--- src/hdl/bfdh_pkg.sv ---
`timescale 1ns / 1ps
// shared types and constants of the bloom filter double hash unit
package bfdh_pkg;

    // stream payload widths
    localparam int S_TDATA_W = 56;
    localparam int M_TDATA_W = 16;

    // configuration port
    localparam int CFG_AW = 1;
    localparam int CFG_DW = 13;

    // field widths
    localparam int MODE_W   = 3;
    localparam int HASH_W   = 32;
    localparam int INDEX_W  = 12;
    localparam int BYTE_W   = 8;
    localparam int SIZE_W   = 13;
    localparam int PCOUNT_W = 8;
    localparam int BITS_W   = SIZE_W + 3;

    // divider: 33-bit dividend so that 2^32 itself can be reduced
    localparam int DVD_W     = HASH_W + 1;
    localparam int DIV_STEPS = DVD_W;
    localparam int DIV_CNT_W = $clog2(DIV_STEPS + 1);

    // rotation of the probe step
    localparam int ROT_R = 17;

    // reset values of the registers
    localparam logic [SIZE_W-1:0]   FILTER_BYTES_RST = SIZE_W'(8);
    localparam logic [PCOUNT_W-1:0] PROBE_COUNT_RST  = PCOUNT_W'(6);

    // register indexes
    typedef enum logic [CFG_AW-1:0] {
        REG_FILTER_BYTES = 1'b0,
        REG_PROBE_COUNT  = 1'b1
    } reg_idx_t;

    // operation codes
    typedef enum logic [MODE_W-1:0] {
        MODE_CLEAR = 3'd0,
        MODE_ADD   = 3'd1,
        MODE_QUERY = 3'd2,
        MODE_WRITE = 3'd3,
        MODE_READ  = 3'd4
    } mode_t;

    // divider operand select
    typedef enum logic [1:0] {
        DIV_HASH  = 2'd0,
        DIV_DELTA = 2'd1,
        DIV_WRAP  = 2'd2
    } div_sel_t;

    // source of the read_value field
    typedef enum logic [1:0] {
        RD_ZERO = 2'd0,
        RD_MEM  = 2'd1,
        RD_PCNT = 2'd2
    } rd_src_t;

    // commands from controller to datapath
    typedef struct packed {
        logic     load;
        logic     clr_wr;
        logic     div_start;
        div_sel_t div_sel;
        logic     lat_h;
        logic     lat_d;
        logic     lat_w;
        logic     dmw;
        logic     probe_rd;
        logic     pos_adv;
        logic     add_wr;
        logic     byte_wr;
        logic     byte_rd;
        logic     out_load;
        logic     res_match;
        logic     res_status;
        rd_src_t  rd_src;
    } bfdh_cmd_t;

    // status from datapath to controller
    typedef struct packed {
        logic [MODE_W-1:0]   mode;
        logic                size_zero;
        logic                pc_over;
        logic                pc_zero;
        logic                idx_lt;
        logic                idx_eq;
        logic [PCOUNT_W-1:0] k_add;
        logic [PCOUNT_W-1:0] k_query;
        logic                div_busy;
        logic                bit_set;
        logic                clr_last;
        logic                out_free;
    } bfdh_sts_t;

endpackage

--- src/hdl/bfdh_ctrl.sv ---
`timescale 1ns / 1ps
// controller: sequences clearing, remainder runs, probes and result hand-off
module bfdh_ctrl #(
    parameter int MAX_PROBES = 30
) (
    input  logic                 aclk,
    input  logic                 aresetn,
    input  logic                 s_tvalid,
    output logic                 s_tready,
    output bfdh_pkg::bfdh_cmd_t  cmd,
    input  bfdh_pkg::bfdh_sts_t  sts
);
    import bfdh_pkg::*;

    localparam int K_W = $clog2(MAX_PROBES + 1);

    typedef enum logic [9:0] {
        ST_IDLE   = 10'b00_0000_0001,
        ST_DECODE = 10'b00_0000_0010,
        ST_CLEAR  = 10'b00_0000_0100,
        ST_DIVH   = 10'b00_0000_1000,
        ST_DIVD   = 10'b00_0001_0000,
        ST_DIVW   = 10'b00_0010_0000,
        ST_DMW    = 10'b00_0100_0000,
        ST_PRD    = 10'b00_1000_0000,
        ST_PCHK   = 10'b01_0000_0000,
        ST_DONE   = 10'b10_0000_0000
    } state_t;

    state_t         state_reg, state_next;
    logic           init_reg, init_next;
    logic [K_W-1:0] probes_reg, probes_next;
    logic           match_reg, match_next;
    logic           status_reg, status_next;
    rd_src_t        rd_src_reg, rd_src_next;

    // next state and commands
    always_comb begin
        state_next  = state_reg;
        init_next   = init_reg;
        probes_next = probes_reg;
        match_next  = match_reg;
        status_next = status_reg;
        rd_src_next = rd_src_reg;
        cmd         = '0;
        cmd.div_sel = DIV_HASH;
        cmd.rd_src  = rd_src_reg;
        cmd.res_match  = match_reg;
        cmd.res_status = status_reg;
        s_tready    = 1'b0;

        unique case (state_reg)
            ST_IDLE: begin
                s_tready = 1'b1;
                if (s_tvalid) begin
                    cmd.load    = 1'b1;
                    match_next  = 1'b0;
                    status_next = 1'b0;
                    rd_src_next = RD_ZERO;
                    state_next  = ST_DECODE;
                end
            end
            ST_DECODE: begin
                state_next = ST_DONE;
                unique case (sts.mode)
                    MODE_CLEAR: begin
                        state_next = ST_CLEAR;
                    end
                    MODE_ADD: begin
                        if (sts.size_zero) begin
                            status_next = 1'b1;
                        end else begin
                            cmd.div_start = 1'b1;
                            probes_next   = K_W'(sts.k_add);
                            state_next    = ST_DIVH;
                        end
                    end
                    MODE_QUERY: begin
                        priority if (sts.size_zero) begin
                            match_next = 1'b0;
                        end else if (sts.pc_over || sts.pc_zero) begin
                            match_next = 1'b1;
                        end else begin
                            match_next    = 1'b1;
                            cmd.div_start = 1'b1;
                            probes_next   = K_W'(sts.k_query);
                            state_next    = ST_DIVH;
                        end
                    end
                    MODE_WRITE: begin
                        if (sts.idx_lt) begin
                            cmd.byte_wr = 1'b1;
                        end else begin
                            status_next = 1'b1;
                        end
                    end
                    MODE_READ: begin
                        priority if (sts.idx_lt) begin
                            cmd.byte_rd = 1'b1;
                            rd_src_next = RD_MEM;
                        end else if (sts.idx_eq) begin
                            rd_src_next = RD_PCNT;
                        end else begin
                            status_next = 1'b1;
                        end
                    end
                    default: begin
                        status_next = 1'b1;
                    end
                endcase
            end
            ST_CLEAR: begin
                cmd.clr_wr = 1'b1;
                if (sts.clr_last) begin
                    init_next  = 1'b0;
                    state_next = init_reg ? ST_IDLE : ST_DONE;
                end
            end
            ST_DIVH: begin
                if (!sts.div_busy) begin
                    cmd.lat_h     = 1'b1;
                    cmd.div_start = 1'b1;
                    cmd.div_sel   = DIV_DELTA;
                    state_next    = ST_DIVD;
                end
            end
            ST_DIVD: begin
                cmd.div_sel = DIV_DELTA;
                if (!sts.div_busy) begin
                    cmd.lat_d     = 1'b1;
                    cmd.div_start = 1'b1;
                    cmd.div_sel   = DIV_WRAP;
                    state_next    = ST_DIVW;
                end
            end
            ST_DIVW: begin
                cmd.div_sel = DIV_WRAP;
                if (!sts.div_busy) begin
                    cmd.lat_w  = 1'b1;
                    state_next = ST_DMW;
                end
            end
            ST_DMW: begin
                cmd.dmw    = 1'b1;
                state_next = ST_PRD;
            end
            ST_PRD: begin
                cmd.probe_rd = 1'b1;
                state_next   = ST_PCHK;
            end
            ST_PCHK: begin
                cmd.pos_adv = 1'b1;
                probes_next = probes_reg - 1'b1;
                priority if (sts.mode == MODE_QUERY && !sts.bit_set) begin
                    match_next = 1'b0;
                    state_next = ST_DONE;
                end else if (probes_reg == K_W'(1)) begin
                    cmd.add_wr = (sts.mode == MODE_ADD);
                    state_next = ST_DONE;
                end else begin
                    cmd.add_wr = (sts.mode == MODE_ADD);
                    state_next = ST_PRD;
                end
            end
            ST_DONE: begin
                if (sts.out_free) begin
                    cmd.out_load = 1'b1;
                    state_next   = ST_IDLE;
                end
            end
            default: begin
                state_next = ST_IDLE;
            end
        endcase
    end

    // control registers, reset starts the clearing sweep
    always_ff @(posedge aclk) begin
        if (!aresetn) begin
            state_reg  <= ST_CLEAR;
            init_reg   <= 1'b1;
            probes_reg <= '0;
        end else begin
            state_reg  <= state_next;
            init_reg   <= init_next;
            probes_reg <= probes_next;
        end
    end

    // result fields held until hand-off
    always_ff @(posedge aclk) begin
        match_reg  <= match_next;
        status_reg <= status_next;
        rd_src_reg <= rd_src_next;
    end

    // the remainder unit is only started when free
    assert property (@(posedge aclk) disable iff (!aresetn)
        cmd.div_start |-> !sts.div_busy)
        else $error("remainder unit restarted while busy");

    // every probe check has a probe left to do
    assert property (@(posedge aclk) disable iff (!aresetn)
        (state_reg == ST_PCHK) |-> (probes_reg != '0))
        else $error("probe check with no probe left");

endmodule

--- config.mk ---
export PLATFORM = sky130hd
export DESIGN_NAME = bfdh_ctrl
export DESIGN_NICKNAME = d
export VERILOG_FILES = /design/src/hdl/bfdh_pkg.sv /design/src/hdl/bfdh_ctrl.sv
export SDC_FILE = /design/constraint.sdc
export NUM_CORES = 1
export LEC_CHECK = 0
export BUFFER_PORTS_ARGS = -buffer_cell sky130_fd_sc_hd__buf_2
export CORE_ASPECT_RATIO = 0.6
export CORE_MARGIN = 8
export CORE_UTILIZATION = 54
export DETAILED_ROUTE_END_ITERATION = 10
export PLACE_DENSITY = 0.86
export SYNTH_ARGS = -nofsm -noshare
export SYNTH_HDL_FRONTEND = slang
export SYNTH_SLANG_ARGS = --single-unit
--- constraint.sdc ---
create_clock -name aclk -period 4.4 [get_ports aclk]
set_clock_uncertainty 0.1 [all_clocks]
set_input_delay 0.22 -clock aclk [delete_from_list [all_inputs] [get_ports aclk]]
set_output_delay 0.22 -clock aclk [all_outputs]
set_load 0.005 [all_outputs]
After elaboration in Yosys (flattened, before gate mapping)
Index checks and enable logic that the tools add are counted.

Output and inout bits: 20. Word-level logic and storage cells: 115. Bits in registers: 20.

Equality and inequality tests: 34. Multiplexer cells: 60. Reductions and logical operators: 14. Add/sub/neg operators: 1.

Operators by type and width (count): $mux W10 (12); $pmux W10 S10 (1); $pmux W10 S3 (1); $ne A3 B3 Y1 const B (9); $mux W1 (26); $pmux W5 S2 (2); $ne A2 B2 Y1 const B (9); $mux W5 (3); $mux W2 (6); $eq A10 B1 Y1 const B (1); $eq A10 B10 Y1 const B (1); $eq A10 B2 Y1 const B (1); $eq A10 B3 Y1 const B (1); $eq A10 B4 Y1 const B (1); $eq A10 B5 Y1 const B (1); $eq A10 B6 Y1 const B (1); $eq A10 B7 Y1 const B (1); $eq A10 B8 Y1 const B (1); $eq A10 B9 Y1 const B (1); $reduce_and A4 Y1 (2); $reduce_and A7 Y1 (1); $eq A3 B2 Y1 const B (2); $pmux W1 S3 (2); $pmux W2 S3 (1); 20 further kinds (22).

Logic depth before layout (Yosys ltp)
Depth after elaboration: 5. Depth in mapped cells: 8. Depth with buffers taken out: 6.

Worst setup path before layout
No wires, ideal clock.

Path type: register to register. Start: reg state_reg[5]. End: reg match_reg, enable pin. Path slack: 2552 ps. Arrival time: 1456 ps. Required time: 4008 ps. Path buffers: 3. Cell stages (with the launch flop): 9. Library setup time: 292 ps. Path through: dfxtp_1 buf_4 nor4_4 buf_6 nand3_4 clkbuf_1 o21ai_0 nand3_1 nand2_1.

Longest elaborated chain between the ends: 3. Elaborated cells between the ends (all ways): 8. Classes of those cells: 6 x eq/ne; 2 x reduce/logical.

RTL lines: start, declared (line bfdh_ctrl.sv:30) `state_t state_reg, state_next;`; start signal, assigned (line bfdh_ctrl.sv:184) `state_reg <= state_next;`; $eq A10 B9 Y1 (tied with other cells) (line bfdh_ctrl.sv:52) `unique case (state_reg)`; $ne A2 B2 Y1 (no source line) or $reduce_bool A3 Y1 (tied branches); $reduce_and A4 Y1 (no source line) (*); end signal, assigned (line bfdh_ctrl.sv:192) `match_reg <= match_next;`; end, declared (line bfdh_ctrl.sv:33) `logic match_reg, match_next;`.

Mark *: on every way between the ends. The rest lies on a longest branch, timed or not. A chain may end at the register's enable or synchronous reset.

==> flow_metrics.tcl <==
set metrics [dict create \
    post-dp-hpwl_um 3090 \
    die_area_um2 4900 \
    rsz0062_at_grt "false" \
    seq_area_um2 440 \
    final_max_slew_viol_count 0 \
    multi_input_area_um2 973 \
    hold_viol 0 \
    status "finished clean" \
    place_congestion 0.867 \
    fillers 267 \
    end_kind "primary output" \
    critPathSlowestCell "nor4_4" \
    p_total_uw 463 \
    power.share.clock 0.309 \
    clk_pin_slew_ns 0.07 \
    ys_async_sr_fraction 0 \
    synth_edf_count 4 \
    cts_buffer_depth 2 \
    setup_viol 0 \
    postPlaceCellArea_um2 1730 \
    initial_utilization 0.555 \
    largest_reg_flops 10 \
    cts_root_buf "clkbuf_8" \
    syn-cell-area_um2 1550 \
    clock_sinks 20 \
    crit_start "state_reg[4]" \
    intPower_uw 324 \
    num_rows 15 \
    pwr-share-comb 0.242 \
    synth_cells 192 \
    nNetsFinal 260 \
    r2r-start "state_reg[4]" \
    critPathKind "reg -> out" \
    grt_max_degree 13 \
    worstHoldPathType "in -> reg" \
    drt-total-wl_um 3970 \
    cts_buffers 3 \
    synth-seq-cells 20 \
    p_per_area_nw_per_um2 259 \
    grt_use_total 0.171 \
    die_y_um 57.5 \
    die_w_um 85.2 \
    critPathArrivalTime_ns 2.31 \
    grt_pass1_vias 1465 \
    cts_setup_buffers 0 \
    post_drt_wl_per_cell_um 15.3 \
    antenna_found_initial 0 \
    cp_top_family "simple AND/OR/NAND/NOR gates" \
    drc_errors 0 \
    grt_pass1_wl_um 6950 \
    period_share 0.598 \
    hp-start "aresetn" \
    synth-main-ff-cell "dfxtp_1" \
    dr.first_iter.drc_count 123 \
    final.setup.tns_ns 0 \
    synth.net_count 225 \
    dr.pass1.iters 4 \
    cpPeakStageDelay_ns 0.69 \
    io_buffers 44 \
    cp_max_fo 12 \
    ios 51 \
    ctsResizeCount 0 \
    drive_above_1_share 0.270 \
    cp_num_buf_inv 2 \
    synth_cell_type_count 52 \
    path_cells "nor4_4 > nand3_1 > inv_1 > nand2_1 > nor3_1 > buf_2" \
    swShare 0.301 \
    design_area_um2 1790 \
    insertion_delay_ns 0.26 \
    seq_power_share 0.448 \
    relSlewSlack 0.522 \
    globalRouteOverflowTotal 0 \
    period_needed_ns 2.63 \
    ant_nets 0 \
    switchingPower_uw 139 \
    worstPathRequired_ns 4.08 \
    cts_hold_buf 0 \
    antennaDiodeCount 0 \
    core_um2 2800 \
    power.leakage_nw 0.791 \
    yosysSeqAreaShare 0.284 \
    max_freq_mhz 380 \
    finalWorstSetupSlack_ns 1.77 \
    place_ws_ns 2.00 \
    viasPerCell 5.85 \
    cts_htree_levels 1 \
    crit_path_start_kind "register" \
    drv_cap 0 \
    timing.hold.ws_ns 0.0791 \
    syn_to_final_growth_pct 15.2 \
    syn_area_per_cell_um2 8.08 \
    synth-warning-count 0 \
    vdd.ir_drop.worst_v 0.000238 \
    vias 1520 \
    worst_pin_slew_ns 0.710 \
    cts_tree "built" \
]
==> logic make-up (layout without fill, tap and decap cells) <==
family / count (synthesis) / in the layout / synth area share
flip-flops: 20 / 20 / 0.284
buffers and inverters: 28 / 62 / 0.0887
XOR/XNOR: 2 / 2 / 0.0113
multiplexers: 5 / 5 / 0.0339
AO/OA/AOI/OAI: 52 / 52 / 0.235
adder cells (fa/ha/maj): 2 / 2 / 0.0161
AND/OR/NAND/NOR: 83 / 83 / 0.331
==> cell type report <==
cell class / instances / area share
sequential: 20 / 0.246
inverter: 13 / 0.0273
tap: 34 / 0.0238
clock buffer: 4 / 0.0308
multi-input combinational: 144 / 0.544
timing repair buffer: 45 / 0.127
==> synthesized netlist by cell type (all sizes together) (3+ instances only) <==
cell     n  area, µm²
buf     10       70.1
nor3     9       45.0
clkbuf   5       18.8
nor2    16       60.1
inv     13       48.8
a21oi   13       65.1
nor3b    3       22.5
nand3    6       42.5
mux2i    3       30.0
o21bai   3       22.5
nand2   14       52.6
and3     3       18.8
o21a     4       30.0
nand2b   6       37.5
edfxtp   4        120
o21ai   10       50.1
dfxtp   16        320
nor4     8        101
a211o    3       26.3
nor2b    6       37.5
==> power groups by stage <==
stage | logic, mW | clock network (mW) | registers [mW]
6_report | 0.112 | 0.143 | 0.208
5_1_grt | 0.125 | 0.155 | 0.209
4_1_cts | 0.112 | 0.145 | 0.207
3_5_place_dp | 0.110 | 0 | 0.212
3_3_place_gp | 0.108 | 0 | 0.211
2_1_floorplan | 0.0814 | 0 | 0.207
==> per-stage QoR <==
stage	instances	utilization
6_report	260	0.639
5_1_grt	260	0.639
4_1_cts	260	0.639
3_5_place_dp	256	0.620
3_3_place_gp	256	0.620
2_1_floorplan	192	-
==> metal layers <==
metal | part of all wire | routed length [µm] | vias up | GRT usage
met1 | 0.48 | 1900 | 698 | 0.226
met3 | 0.097 | 383 | 5 | 0.0715
met4 | 0.0045 | 18 | 0 | 0.0276
met2 | 0.42 | 1660 | 56 | 0.256
met5 | 0 | 0 | - | 0
li1 | - | - | 761 | -
==> worst reg2reg max path: stages, from the launching register on <==
cell	delay, ns
dfxtp_1	0.41
nor4_4	0.69
nand4_1	0.37
a22o_4	0.35
o31a_1	0.29
a211oi_2	0.18
==> placed cells by master, fill, tap and decap left out, types with 2 or more instances in the layout <==
| master | synthesis | final |
|---|---|---|
| a211o_1 | 3 | 3 |
| a21o_1 | 2 | 2 |
| a21oi_1 | 13 | 13 |
| a22oi_1 | 2 | 2 |
| and2_1 | 2 | 2 |
| and3_1 | 3 | 3 |
| buf_2 | 5 | 44 |
| clkbuf_8 | 0 | 4 |
| dfxtp_1 | 16 | 16 |
| edfxtp_1 | 4 | 4 |
| ha_1 | 2 | 2 |
| inv_1 | 13 | 13 |
| mux2_2 | 2 | 2 |
| mux2i_1 | 3 | 3 |
| nand2_1 | 14 | 14 |
| nand2b_1 | 6 | 6 |
| nand3_1 | 5 | 5 |
| nand4_1 | 2 | 2 |
| nand4b_1 | 2 | 2 |
| nor2_1 | 16 | 16 |
| nor2b_1 | 6 | 6 |
| nor3_1 | 9 | 9 |
| nor3b_1 | 3 | 3 |
| nor4_1 | 4 | 4 |
| nor4_4 | 3 | 3 |
| o211ai_1 | 2 | 2 |
| o21a_1 | 4 | 4 |
| o21ai_0 | 10 | 10 |
| o21bai_1 | 3 | 3 |
| o31ai_1 | 2 | 2 |
| xor2_1 | 2 | 2 |
==> worst paths after layout <==
check / cells past startpoint / slack [ns] / end
worst max-delay path: 6 / 1.77 / cmd[6]
worst min-delay path: 2 / 0.08 / init_reg
worst max register to register: 5 / 1.93 / probes_reg[3]
worst min register to register: 2 / 0.39 / probes_reg[4]
No activity file was read; power rests on OpenSTA's default activity.
